## src/design/tcfp_pkg.sv

```systemverilog
// Shared types and constants of the tuner center frequency picker.
package tcfp_pkg;

  localparam int unsigned MaxChannelsDefault = 16;
  localparam int unsigned FreqW = 32;
  localparam int unsigned RateW = 22;
  // Center arithmetic in units of 0.5 Hz, signed, with headroom above 2^33.
  localparam int unsigned CenterW = 40;
  localparam int unsigned ClearW = 15;

  localparam logic [RateW-1:0]  SpanMarginHz    = 22'd25000;
  localparam logic [ClearW-1:0] ClearHalf       = 15'd25000;
  localparam logic [RateW-1:0]  SampleRateReset = 22'd960000;
  localparam logic              AutoTuneReset   = 1'b1;

  localparam logic CfgIdxSampleRate = 1'b0;
  localparam logic CfgIdxAutoTune   = 1'b1;

  typedef enum logic [4:0] {
    OP_NONE,
    OP_ACCEPT,
    OP_INS_READ,
    OP_SHIFT,
    OP_PUT,
    OP_CLR_COUNT,
    OP_TRIM_INIT,
    OP_RD_HI,
    OP_CAP_HI,
    OP_CHK,
    OP_RD_HM,
    OP_DROP,
    OP_CINIT,
    OP_DIST,
    OP_NEAR,
    OP_PUSH,
    OP_OUT
  } dp_op_e;

  typedef struct packed {
    dp_op_e op;
  } dp_cmd_t;

  typedef struct packed {
    logic full;
    logic pos_zero;
    logic pos_one;
    logic rd_gt;
    logic last;
    logic cnt_nz;
    logic span_ok;
    logic at_hi;
  } dp_sts_t;

endpackage

```

## src/design/tcfp_ctrl.sv

```systemverilog
// Controller state machine of the tuner center frequency picker.
module tcfp_ctrl (
  input  logic              clk_i,
  input  logic              rst_ni,
  input  logic              in_valid_i,
  output logic              in_stall_o,
  output logic              out_valid_o,
  input  logic              out_stall_i,
  input  logic              auto_tune_i,
  input  tcfp_pkg::dp_sts_t sts_i,
  output tcfp_pkg::dp_cmd_t cmd_o
);
  import tcfp_pkg::*;

  localparam logic [3:0] S_IDLE    = 4'd0;
  localparam logic [3:0] S_INS_RD  = 4'd1;
  localparam logic [3:0] S_INS_CMP = 4'd2;
  localparam logic [3:0] S_INS_PUT = 4'd3;
  localparam logic [3:0] S_CLOSE   = 4'd4;
  localparam logic [3:0] S_T_LO    = 4'd5;
  localparam logic [3:0] S_T_CAP   = 4'd6;
  localparam logic [3:0] S_T_CHK   = 4'd7;
  localparam logic [3:0] S_T_L1    = 4'd8;
  localparam logic [3:0] S_T_DEC   = 4'd9;
  localparam logic [3:0] S_C_INIT  = 4'd10;
  localparam logic [3:0] S_W_DIST  = 4'd11;
  localparam logic [3:0] S_W_NEAR  = 4'd12;
  localparam logic [3:0] S_W_PUSH  = 4'd13;
  localparam logic [3:0] S_DONE    = 4'd14;

  logic [3:0] state_q, state_d;
  logic       out_valid_q, out_valid_d;
  logic       can_load;

  assign can_load = !out_valid_q || !out_stall_i;

  always_comb begin
    state_d     = state_q;
    cmd_o.op    = OP_NONE;
    out_valid_d = out_valid_q && out_stall_i;
    unique case (state_q)
      S_IDLE: begin
        if (in_valid_i) begin
          cmd_o.op = OP_ACCEPT;
          state_d  = S_INS_RD;
        end
      end
      S_INS_RD: begin
        if (sts_i.full) begin
          state_d = S_CLOSE;
        end else if (sts_i.pos_zero) begin
          cmd_o.op = OP_PUT;
          state_d  = S_CLOSE;
        end else begin
          cmd_o.op = OP_INS_READ;
          state_d  = S_INS_CMP;
        end
      end
      S_INS_CMP: begin
        if (sts_i.rd_gt) begin
          cmd_o.op = OP_SHIFT;
          state_d  = sts_i.pos_one ? S_INS_PUT : S_INS_CMP;
        end else begin
          cmd_o.op = OP_PUT;
          state_d  = S_CLOSE;
        end
      end
      S_INS_PUT: begin
        cmd_o.op = OP_PUT;
        state_d  = S_CLOSE;
      end
      S_CLOSE: begin
        if (!sts_i.last) begin
          state_d = S_IDLE;
        end else if (auto_tune_i && sts_i.cnt_nz) begin
          cmd_o.op = OP_TRIM_INIT;
          state_d  = S_T_LO;
        end else begin
          cmd_o.op = OP_CLR_COUNT;
          state_d  = S_IDLE;
        end
      end
      S_T_LO: begin
        cmd_o.op = OP_RD_HI;
        state_d  = S_T_CAP;
      end
      S_T_CAP: begin
        cmd_o.op = OP_CAP_HI;
        state_d  = S_T_CHK;
      end
      S_T_CHK: begin
        cmd_o.op = OP_CHK;
        state_d  = sts_i.span_ok ? S_C_INIT : S_T_L1;
      end
      S_T_L1: begin
        cmd_o.op = OP_RD_HM;
        state_d  = S_T_DEC;
      end
      S_T_DEC: begin
        cmd_o.op = OP_DROP;
        state_d  = S_T_CHK;
      end
      S_C_INIT: begin
        cmd_o.op = OP_CINIT;
        state_d  = S_W_DIST;
      end
      S_W_DIST: begin
        cmd_o.op = OP_DIST;
        state_d  = S_W_NEAR;
      end
      S_W_NEAR: begin
        cmd_o.op = OP_NEAR;
        state_d  = S_W_PUSH;
      end
      S_W_PUSH: begin
        cmd_o.op = OP_PUSH;
        state_d  = sts_i.at_hi ? S_DONE : S_W_DIST;
      end
      S_DONE: begin
        // The finished center waits here until the output register is free.
        if (can_load) begin
          cmd_o.op    = OP_OUT;
          out_valid_d = 1'b1;
          state_d     = S_IDLE;
        end
      end
      default: begin
        state_d = S_IDLE;
      end
    endcase
  end

  always_ff @(posedge clk_i or negedge rst_ni) begin
    if (!rst_ni) begin
      state_q     <= S_IDLE;
      out_valid_q <= 1'b0;
    end else begin
      state_q     <= state_d;
      out_valid_q <= out_valid_d;
    end
  end

  assign in_stall_o  = (state_q != S_IDLE);
  assign out_valid_o = out_valid_q;

  a_rise_from_done: assert property (@(posedge clk_i) disable iff (!rst_ni)
    $rose(out_valid_q) |-> $past(state_q == S_DONE))
    else $error("result transaction raised outside the done state");

  a_rise_needs_last: assert property (@(posedge clk_i) disable iff (!rst_ni)
    $rose(out_valid_q) |-> $past(sts_i.last))
    else $error("result produced for an item that did not close the set");

  a_done_waits: assert property (@(posedge clk_i) disable iff (!rst_ni)
    (state_q == S_DONE && out_valid_q && out_stall_i) |=> (state_q == S_DONE))
    else $error("pending result overwritten while the output is stalled");

endmodule

```

## src/design/tcfp_dp.sv

```systemverilog
// Datapath of the tuner center frequency picker: channel memory, trim and center walk.
module tcfp_dp #(
  parameter int unsigned MaxChannels = tcfp_pkg::MaxChannelsDefault
) (
  input  logic                         clk_i,
  input  logic                         rst_ni,
  input  logic [tcfp_pkg::RateW-1:0]   sample_rate_i,
  input  logic [tcfp_pkg::FreqW-1:0]   channel_frequency_i,
  input  logic                         last_channel_i,
  input  tcfp_pkg::dp_cmd_t            cmd_i,
  output tcfp_pkg::dp_sts_t            sts_o,
  output logic [tcfp_pkg::FreqW-1:0]   center_frequency_o
);
  import tcfp_pkg::*;

  localparam int unsigned AddrW = $clog2(MaxChannels);
  localparam int unsigned CntW  = $clog2(MaxChannels + 1);
  localparam logic [CntW-1:0] CntMax = CntW'(MaxChannels);

  function automatic logic [CenterW-1:0] mag(input logic [CenterW-1:0] v);
    mag = v[CenterW-1] ? (~v + CenterW'(1)) : v;
  endfunction

  logic [FreqW-1:0] mem [MaxChannels];
  logic [FreqW-1:0] rdata_q;
  logic             rd_en, wr_en;
  logic [AddrW-1:0] rd_addr, wr_addr;
  logic [FreqW-1:0] wr_data;

  // Control state.
  logic [CntW-1:0]  count_q, pos_q;
  logic [AddrW-1:0] lo_q, hi_q, idx_q;
  logic             last_q;

  // Working values.
  logic [FreqW-1:0]   freq_q, lo_val_q, hi_val_q, lo1_q, gap_lo_q, cur_q, nxt_q, span_q;
  logic [FreqW-1:0]   out_q;
  logic [CenterW-1:0] center_q, dist_q, absd_q;
  logic [RateW-1:0]   maxmove_q;
  logic               neg_q, push_q;

  logic [CntW-1:0]    pos_m1, pos_m2, count_m1;
  logic [AddrW-1:0]   lo_p1, hi_m1, idx_p1, idx_p2;
  logic [FreqW-1:0]   span, gap_hi, span_limit;
  logic               span_ok, drop_lo, at_hi, nearest;
  logic [CenterW-1:0] twice_cur, twice_nxt, dist_now, dist_next, center_init;
  logic [RateW-1:0]   push_amt, push_step;
  logic [FreqW-1:0]   center_sat;

  assign pos_m1   = pos_q - CntW'(1);
  assign pos_m2   = pos_q - CntW'(2);
  assign count_m1 = count_q - CntW'(1);
  assign lo_p1    = lo_q + AddrW'(1);
  assign hi_m1    = hi_q - AddrW'(1);
  assign idx_p1   = idx_q + AddrW'(1);
  assign idx_p2   = idx_q + AddrW'(2);
  assign at_hi    = (idx_q == hi_q);

  assign span       = hi_val_q - lo_val_q;
  assign span_limit = FreqW'(sample_rate_i - SpanMarginHz);
  // A sample rate below the margin leaves a negative limit that no span meets.
  assign span_ok    = (lo_q == hi_q) ||
                      ((sample_rate_i >= SpanMarginHz) && (span <= span_limit));
  assign gap_hi     = hi_val_q - rdata_q;
  assign drop_lo    = (gap_lo_q > gap_hi);

  assign twice_cur   = CenterW'({cur_q, 1'b0});
  assign twice_nxt   = CenterW'({nxt_q, 1'b0});
  assign dist_now    = twice_cur - center_q;
  assign dist_next   = twice_nxt - center_q;
  assign center_init = CenterW'(lo_val_q) + CenterW'(hi_val_q);
  assign nearest     = at_hi || (mag(dist_q) < mag(dist_next));

  // The push brings the channel out to 12500 Hz, limited by the free bandwidth.
  assign push_amt  = RateW'(ClearHalf - absd_q[ClearW-1:0]);
  assign push_step = (push_amt < maxmove_q) ? push_amt : maxmove_q;

  always_comb begin
    if (center_q[CenterW-1]) begin
      center_sat = '0;
    end else if (|center_q[CenterW-2:FreqW+1]) begin
      center_sat = '1;
    end else begin
      center_sat = center_q[FreqW:1];
    end
  end

  always_comb begin
    rd_en   = 1'b0;
    rd_addr = '0;
    wr_en   = 1'b0;
    wr_addr = pos_q[AddrW-1:0];
    wr_data = freq_q;
    unique case (cmd_i.op)
      OP_INS_READ: begin
        rd_en   = 1'b1;
        rd_addr = pos_m1[AddrW-1:0];
      end
      OP_SHIFT: begin
        wr_en   = 1'b1;
        wr_data = rdata_q;
        rd_en   = (pos_q != CntW'(1));
        rd_addr = pos_m2[AddrW-1:0];
      end
      OP_PUT: begin
        wr_en = 1'b1;
      end
      OP_TRIM_INIT: begin
        rd_en = 1'b1;
      end
      OP_RD_HI: begin
        rd_en   = 1'b1;
        rd_addr = hi_q;
      end
      OP_CHK: begin
        rd_en   = !span_ok;
        rd_addr = lo_p1;
      end
      OP_RD_HM: begin
        rd_en   = 1'b1;
        rd_addr = hi_m1;
      end
      OP_CINIT: begin
        rd_en   = (lo_q != hi_q);
        rd_addr = lo_p1;
      end
      OP_PUSH: begin
        rd_en   = !at_hi && (idx_p1 != hi_q);
        rd_addr = idx_p2;
      end
      OP_NONE, OP_ACCEPT, OP_CLR_COUNT, OP_CAP_HI, OP_DROP, OP_DIST, OP_NEAR, OP_OUT: begin
      end
      default: begin
      end
    endcase
  end

  always_ff @(posedge clk_i) begin
    if (wr_en) begin
      mem[wr_addr] <= wr_data;
    end
    if (rd_en) begin
      rdata_q <= mem[rd_addr];
    end
  end

  always_ff @(posedge clk_i or negedge rst_ni) begin
    if (!rst_ni) begin
      count_q <= '0;
      pos_q   <= '0;
      lo_q    <= '0;
      hi_q    <= '0;
      idx_q   <= '0;
      last_q  <= 1'b0;
    end else begin
      unique case (cmd_i.op)
        OP_ACCEPT: begin
          pos_q  <= count_q;
          last_q <= last_channel_i;
        end
        OP_SHIFT:     pos_q   <= pos_m1;
        OP_PUT:       count_q <= count_q + CntW'(1);
        OP_CLR_COUNT: count_q <= '0;
        OP_OUT:       count_q <= '0;
        OP_TRIM_INIT: begin
          lo_q <= '0;
          hi_q <= count_m1[AddrW-1:0];
        end
        OP_DROP: begin
          if (drop_lo) begin
            lo_q <= lo_p1;
          end else begin
            hi_q <= hi_m1;
          end
        end
        OP_CINIT: idx_q <= lo_q;
        OP_PUSH: begin
          if (!at_hi) begin
            idx_q <= idx_p1;
          end
        end
        OP_NONE, OP_INS_READ, OP_RD_HI, OP_CAP_HI, OP_CHK, OP_RD_HM, OP_DIST, OP_NEAR: begin
        end
        default: begin
        end
      endcase
    end
  end

  always_ff @(posedge clk_i) begin
    unique case (cmd_i.op)
      OP_ACCEPT: freq_q   <= channel_frequency_i;
      OP_RD_HI:  lo_val_q <= rdata_q;
      OP_CAP_HI: hi_val_q <= rdata_q;
      OP_CHK:    span_q   <= span;
      OP_RD_HM: begin
        lo1_q    <= rdata_q;
        gap_lo_q <= rdata_q - lo_val_q;
      end
      OP_DROP: begin
        if (drop_lo) begin
          lo_val_q <= lo1_q;
        end else begin
          hi_val_q <= rdata_q;
        end
      end
      OP_CINIT: begin
        center_q  <= center_init;
        maxmove_q <= sample_rate_i - span_q[RateW-1:0];
        cur_q     <= lo_val_q;
      end
      OP_DIST: begin
        dist_q <= dist_now;
        nxt_q  <= rdata_q;
      end
      OP_NEAR: begin
        absd_q <= mag(dist_q);
        neg_q  <= dist_q[CenterW-1];
        push_q <= nearest && (mag(dist_q) < CenterW'(ClearHalf));
      end
      OP_PUSH: begin
        if (push_q) begin
          if (neg_q) begin
            center_q <= center_q + CenterW'(push_step);
          end else begin
            center_q <= center_q - CenterW'(push_step);
          end
        end
        if (!at_hi) begin
          cur_q <= nxt_q;
        end
      end
      OP_OUT: out_q <= center_sat;
      OP_NONE, OP_INS_READ, OP_SHIFT, OP_PUT, OP_CLR_COUNT, OP_TRIM_INIT: begin
      end
      default: begin
      end
    endcase
  end

  assign sts_o.full     = (count_q >= CntMax);
  assign sts_o.pos_zero = (pos_q == '0);
  assign sts_o.pos_one  = (pos_q == CntW'(1));
  assign sts_o.rd_gt    = (rdata_q > freq_q);
  assign sts_o.last     = last_q;
  assign sts_o.cnt_nz   = (count_q != '0);
  assign sts_o.span_ok  = span_ok;
  assign sts_o.at_hi    = at_hi;

  assign center_frequency_o = out_q;

  a_count_bound: assert property (@(posedge clk_i) disable iff (!rst_ni)
    count_q <= CntMax)
    else $error("channel count beyond the store depth");

  a_lo_not_above_hi: assert property (@(posedge clk_i) disable iff (!rst_ni)
    lo_q <= hi_q)
    else $error("trim window inverted");

  a_out_needs_channels: assert property (@(posedge clk_i) disable iff (!rst_ni)
    (cmd_i.op == OP_OUT) |-> (count_q != '0))
    else $error("center produced from an empty channel set");

endmodule

```

## src/design/tuner_center_frequency_picker.sv

```systemverilog
// Tuner center frequency picker: takes channel frequencies one transaction at a time, keeps
// them sorted in a channel memory, and after the transaction marked last_channel
// (with auto-tune on) trims the set to the sample rate and returns one center frequency.
// Every memory read goes through the one read port with a registered output, beside a single
// write port, which sets the timing: an item into an empty or a full store needs no moves,
// any other item moves k stored channels up to make room (up to MAX_CHANNELS - 1). A closing
// item then adds the trim, which drops d channels, the center walk over the n channels left
// and the wait for the output register. A new item is taken as soon as the previous one is
// done, even while a result still waits on the output. There is no clearing pass after reset.
module tuner_center_frequency_picker #(
  parameter int unsigned MAX_CHANNELS = tcfp_pkg::MaxChannelsDefault
) (
  input  logic                       clk_i,
  input  logic                       rst_ni,
  input  logic                       cfg_we_i,
  input  logic                       cfg_index_i,
  input  logic [tcfp_pkg::RateW-1:0] cfg_wdata_i,
  input  logic                       in_valid_i,
  output logic                       in_stall_o,
  input  logic [tcfp_pkg::FreqW-1:0] channel_frequency_i,
  input  logic                       last_channel_i,
  output logic                       out_valid_o,
  input  logic                       out_stall_i,
  output logic [tcfp_pkg::FreqW-1:0] center_frequency_o
);
  import tcfp_pkg::*;

  logic [RateW-1:0] sample_rate_q;
  logic             auto_tune_q;
  dp_cmd_t          cmd;
  dp_sts_t          sts;

  always_ff @(posedge clk_i or negedge rst_ni) begin
    if (!rst_ni) begin
      sample_rate_q <= SampleRateReset;
      auto_tune_q   <= AutoTuneReset;
    end else if (cfg_we_i) begin
      unique case (cfg_index_i)
        CfgIdxSampleRate: sample_rate_q <= cfg_wdata_i;
        CfgIdxAutoTune:   auto_tune_q   <= cfg_wdata_i[0];
        default: begin
        end
      endcase
    end
  end

  tcfp_ctrl u_ctrl (
    .clk_i       (clk_i),
    .rst_ni      (rst_ni),
    .in_valid_i  (in_valid_i),
    .in_stall_o  (in_stall_o),
    .out_valid_o (out_valid_o),
    .out_stall_i (out_stall_i),
    .auto_tune_i (auto_tune_q),
    .sts_i       (sts),
    .cmd_o       (cmd)
  );

  tcfp_dp #(
    .MaxChannels (MAX_CHANNELS)
  ) u_dp (
    .clk_i               (clk_i),
    .rst_ni              (rst_ni),
    .sample_rate_i       (sample_rate_q),
    .channel_frequency_i (channel_frequency_i),
    .last_channel_i      (last_channel_i),
    .cmd_i               (cmd),
    .sts_o               (sts),
    .center_frequency_o  (center_frequency_o)
  );

endmodule
```

## config.mk

```make
export PLATFORM = sky130hd
export DESIGN_NAME = tuner_center_frequency_picker
export DESIGN_NICKNAME = d
export VERILOG_FILES = /design/src/design/tcfp_pkg.sv /design/src/design/tcfp_ctrl.sv /design/src/design/tcfp_dp.sv /design/src/design/tuner_center_frequency_picker.sv
export SDC_FILE = /design/constraint.sdc
export NUM_CORES = 2
export LEC_CHECK = 0
export BUFFER_PORTS_ARGS = -buffer_cell sky130_fd_sc_hd__buf_2
export CORE_AREA = 2 2 277 388
export DETAILED_ROUTE_END_ITERATION = 8
export DIE_AREA = 0 0 279 390
export GPL_ROUTABILITY_DRIVEN = 0
export PLACE_DENSITY = 0.76
export SLEW_MARGIN = 25
export SYNTH_ARGS = -nofsm -noshare
export SYNTH_HDL_FRONTEND = slang
export SYNTH_HIERARCHICAL = 1
export SYNTH_SLANG_ARGS = --single-unit
```

## constraint.sdc

```tcl
create_clock -name clk_i -period 26.1 [get_ports clk_i]
set_input_delay 1.305 -clock clk_i [delete_from_list [all_inputs] [get_ports clk_i]]
set_output_delay 1.305 -clock clk_i [all_outputs]
set_load 0.01 [all_outputs]
```

==> results.sh <==
export IMPL_status="finished, final reports clean"
export IMPL_postCtsResizedCells=0
export IMPL_layout_area_overhead_vs_synth_pct=9.34
export IMPL_critical_path_top_delay_family="compound AO/OA/AOI/OAI gates"
export IMPL_vdd_ir_drop_max_mv=0.170
export IMPL_worst_slew_margin_rel_pct=21.7
export IMPL_critPathCaptureType="flop"
export IMPL_grt_usage_pct=27.2
export IMPL_cts_htree_levels=3
export IMPL_synth_largest_area_cell="edfxtp_1"
export IMPL_clock_root_buffer="clkbuf_16"
export IMPL_period_minus_slack_ns=8.69
export IMPL_drt_iter0_drc=3941
export IMPL_vias=42314
export IMPL_finalInstanceArea_um2=62900
export IMPL_synth_top_flop_cell="edfxtp_1"
export IMPL_hpwl_um=103000
export IMPL_antenna_violations_before_repair=1
export IMPL_synth_cells_most_frequent="941 x edfxtp_1, 581 x nand2_1, 426 x ha_1"
export IMPL_max_stage_delay_ns=0.72
export IMPL_number_of_cells_traversed_by_the_worst_hold_path=2
export IMPL_syn_avg_cell_area_um2=10.7
export IMPL_worstSetupStartpointType="flop"
export IMPL_vert_die_dim_um=390
export IMPL_clk_pin_slew_ns=0.06
export IMPL_floorplan_die_width_um=279
export IMPL_totalNegativeSetupSlack_ns=0
export IMPL_clk_insertion_delay_late_ns=0.70
export IMPL_maxSlewViolCount=0
export IMPL_final_period_utilization_pct=33.3
export IMPL_placement_io_buffers=94
export IMPL_highest_net_fanout_along_the_worst_path=12
export IMPL_layout_nets=5902
export IMPL_synth_top_cells_by_area="edfxtp_1 49%, ha_1 9.3%, xnor2_1 3.8%, nand2_1 3.8%, a21oi_1 3.6%"
export IMPL_boundaryPins=95
export IMPL_start_util_pct=54.6
export IMPL_cts_tree="done"
export IMPL_setup_repair_after_global_routing_missed_its_margin="false"
export IMPL_numCtsBuffers=98
export IMPL_crit_slowest_cell="nor4b_1"
export IMPL_setup_worst_path_class="flop to flop"
export IMPL_via_per_inst=6.18
export IMPL_grt_first_pass_wirelength_um=230000
export IMPL_place_inst=6664
export IMPL_place_worst_setup_slack_ns=17.60
export IMPL_finalClockSkew_ns=0.0368
export IMPL_yosysWarnings=6
export IMPL_synth_seq_area_share_pct=51.3
export IMPL_maxCapViolCount=0
export IMPL_cts_hold_buf=0
export IMPL_timing_critical_path_buf_inv=0
export IMPL_peak_freq_ghz=0.115
export IMPL_first_global_vias=41558
export IMPL_cts_max_path_bufs=3
export IMPL_async_flop_share_pct=5.14
export IMPL_syn_nets=5852
export IMPL_grt_start_max_net_pins=227
export IMPL_finalSetupViolations=0
export IMPL_timing_hold_worst_class="flop to flop"
export IMPL_postCtsSetupRepairBufs=0
export IMPL_total_inserted_antenna_cells=0
export IMPL_synth_cells=5357
export IMPL_wl_per_cell_um=21.9
export IMPL_ant_nets=0
export IMPL_fp_row_count=141
export IMPL_synth_cell_area_um2=57600
export IMPL_synth_seq_cells=992
export IMPL_leakage_uw=0.0236
export IMPL_synth_edf_count=941
export IMPL_final_layout_size_suffix_gt1_share_pct=8.00
export IMPL_clkSinkCount=992
export IMPL_fin_total_pwr_uw=8550
export IMPL_path_depth=32
export IMPL_synthDistinctLibCells=99
export IMPL_dieArea_um2=109000
export IMPL_critical_path_required_ns=26.50
export IMPL_final_hold_viol_count=0
export IMPL_synthMostInstantiatedCell="edfxtp_1"
export IMPL_drc=0
export IMPL_core_area_um2=105000
export IMPL_timing_reg2reg_worst_path_depth=32
export IMPL_critical_path_arrival_ns=9.09
export IMPL_stdcell_count=6843
export IMPL_worst_slew_pin_slew_ns=1.17
export IMPL_cellPowerDensity_nw_per_um2=136
export IMPL_finalWorstSetupSlack_ns=17.41
export IMPL_drtPass1Iterations=8
export IMPL_routed_wirelength_um=150000
export IMPL_synth_top_cell_area_share_pct=49.1
export IMPL_remaining_overflow_grt=0
export IMPL_dpl_instance_area_um2=59700
export IMPL_fill_cells=8400
cells by family after synthesis:
| group | Yosys count | share of synthesized area (%) |
|---|---|---|
| and+or+nand+nor | 1529 | 12.9 |
| AOI/OAI and AO/OA | 1484 | 16.5 |
| DFF | 992 | 51.3 |
| buffers and inverters | 507 | 3.42 |
| adders and majority gates | 434 | 9.54 |
| xor gates and xnor gates | 373 | 5.68 |
| muxes | 38 | 0.722 |
state kept, by name, indices dropped and copies added, names as in the netlist, 32 cells and up:
name	cells
u_dp/mem	512
u_dp/center_q	40
u_dp/dist_q	40
u_dp/center_frequency_o	32
u_dp/cur_q	32
u_dp/freq_q	32
u_dp/gap_lo_q	32
u_dp/hi_val_q	32
u_dp/lo1_q	32
u_dp/lo_val_q	32
u_dp/nxt_q	32
u_dp/rdata_q	32
layout make-up:
cell class | count | area [µm²] | share of cell area, %
sequential | 992 | 29500 | 46.9
multi-input combinational | 3858 | 26300 | 41.8
clock buffer | 133 | 2670 | 4.25
tap | 1358 | 1700 | 2.70
timing repair buffer | 173 | 1120 | 1.77
inverter | 284 | 1070 | 1.70
clock inverter | 45 | 524 | 0.833
cell usage in the layout, fill, tap and decap left out, types with 10 or more instances in the layout:
| cell type | instances |
|---|---|
| a211oi_1 | 188 |
| a21boi_0 | 15 |
| a21o_1 | 111 |
| a21oi_1 | 418 |
| a311oi_1 | 66 |
| a31oi_1 | 102 |
| and2_1 | 148 |
| and3_1 | 28 |
| buf_2 | 93 |
| buf_4 | 76 |
| clkbuf_1 | 30 |
| clkbuf_16 | 102 |
| clkinv_1 | 12 |
| clkinv_2 | 13 |
| dfrtp_1 | 43 |
| edfxtp_1 | 941 |
| ha_1 | 426 |
| inv_1 | 281 |
| mux2_2 | 24 |
| mux2i_1 | 13 |
| nand2_1 | 580 |
| nand2b_1 | 72 |
| nand3_1 | 61 |
| nand4_1 | 67 |
| nor2_1 | 267 |
| nor2_4 | 24 |
| nor2b_1 | 67 |
| nor3_1 | 77 |
| nor4_1 | 22 |
| o211ai_1 | 23 |
| o21a_1 | 51 |
| o21ai_0 | 306 |
| o21bai_1 | 34 |
| o31ai_1 | 37 |
| o41ai_1 | 10 |
| or2_2 | 21 |
| or3_1 | 27 |
| or4_1 | 12 |
| xnor2_1 | 249 |
| xor2_1 | 123 |
worst paths after layout:
| path | start | endpoint | slack (ns) |
|---|---|---|---|
| max | u_dp/absd_q[0] | u_dp/center_q[38] | 17.41 |
| max in group asynchronous | rst_ni | u_dp/count_q[1] | 25.01 |
| min reg2reg | u_dp/lo1_q[0] | u_dp/lo_val_q[0] | 0.52 |
| min in group asynchronous | rst_ni | u_ctrl/state_q[0] | 0.64 |
| max reg2reg | u_dp/absd_q[0] | u_dp/center_q[38] | 17.41 |
| min | u_dp/lo1_q[0] | u_dp/lo_val_q[0] | 0.52 |
layer usage:
| layer | vias to the layer above | part of all wire [%] | GRT usage [%] |
|---|---|---|---|
| met5 | - | 0.0087 | 0 |
| met4 | 2 | 5.6 | 14.4 |
| met3 | 411 | 6.5 | 3.31 |
| met2 | 1645 | 49 | 47.6 |
| met1 | 20335 | 38 | 32.9 |
| li1 | 19921 | - | - |
stage by stage:
| step | hold WS [ns] | util (%) |
|---|---|---|
| 6_report | 0.525 | 59.8 |
| 2_1_floorplan | 0.447 | - |
| 5_1_grt | 0.566 | 59.8 |
| 3_3_place_gp | 0.501 | 56.7 |
| 3_5_place_dp | 0.516 | 56.7 |
| 4_1_cts | 0.525 | 59.7 |
worst register-to-register path, delay by kind of cell (launching register included):
family                     cells  cell delay [ns]
and+or+nand+nor                7             2.18
muxes                          1             0.26
AOI/OAI and AO/OA             19             4.23
DFF                            1             0.47
xor gates and xnor gates       2             0.31
adders and majority gates      3             0.95
power breakdown:
| part | internal [µW] | total, µW | switching [µW] |
|---|---|---|---|
| Combinational | 1620 | 4500 | 2890 |
| Clock | 802 | 1410 | 612 |
| Sequential | 2400 | 2640 | 235 |
(Power assumes the default switching activity.)
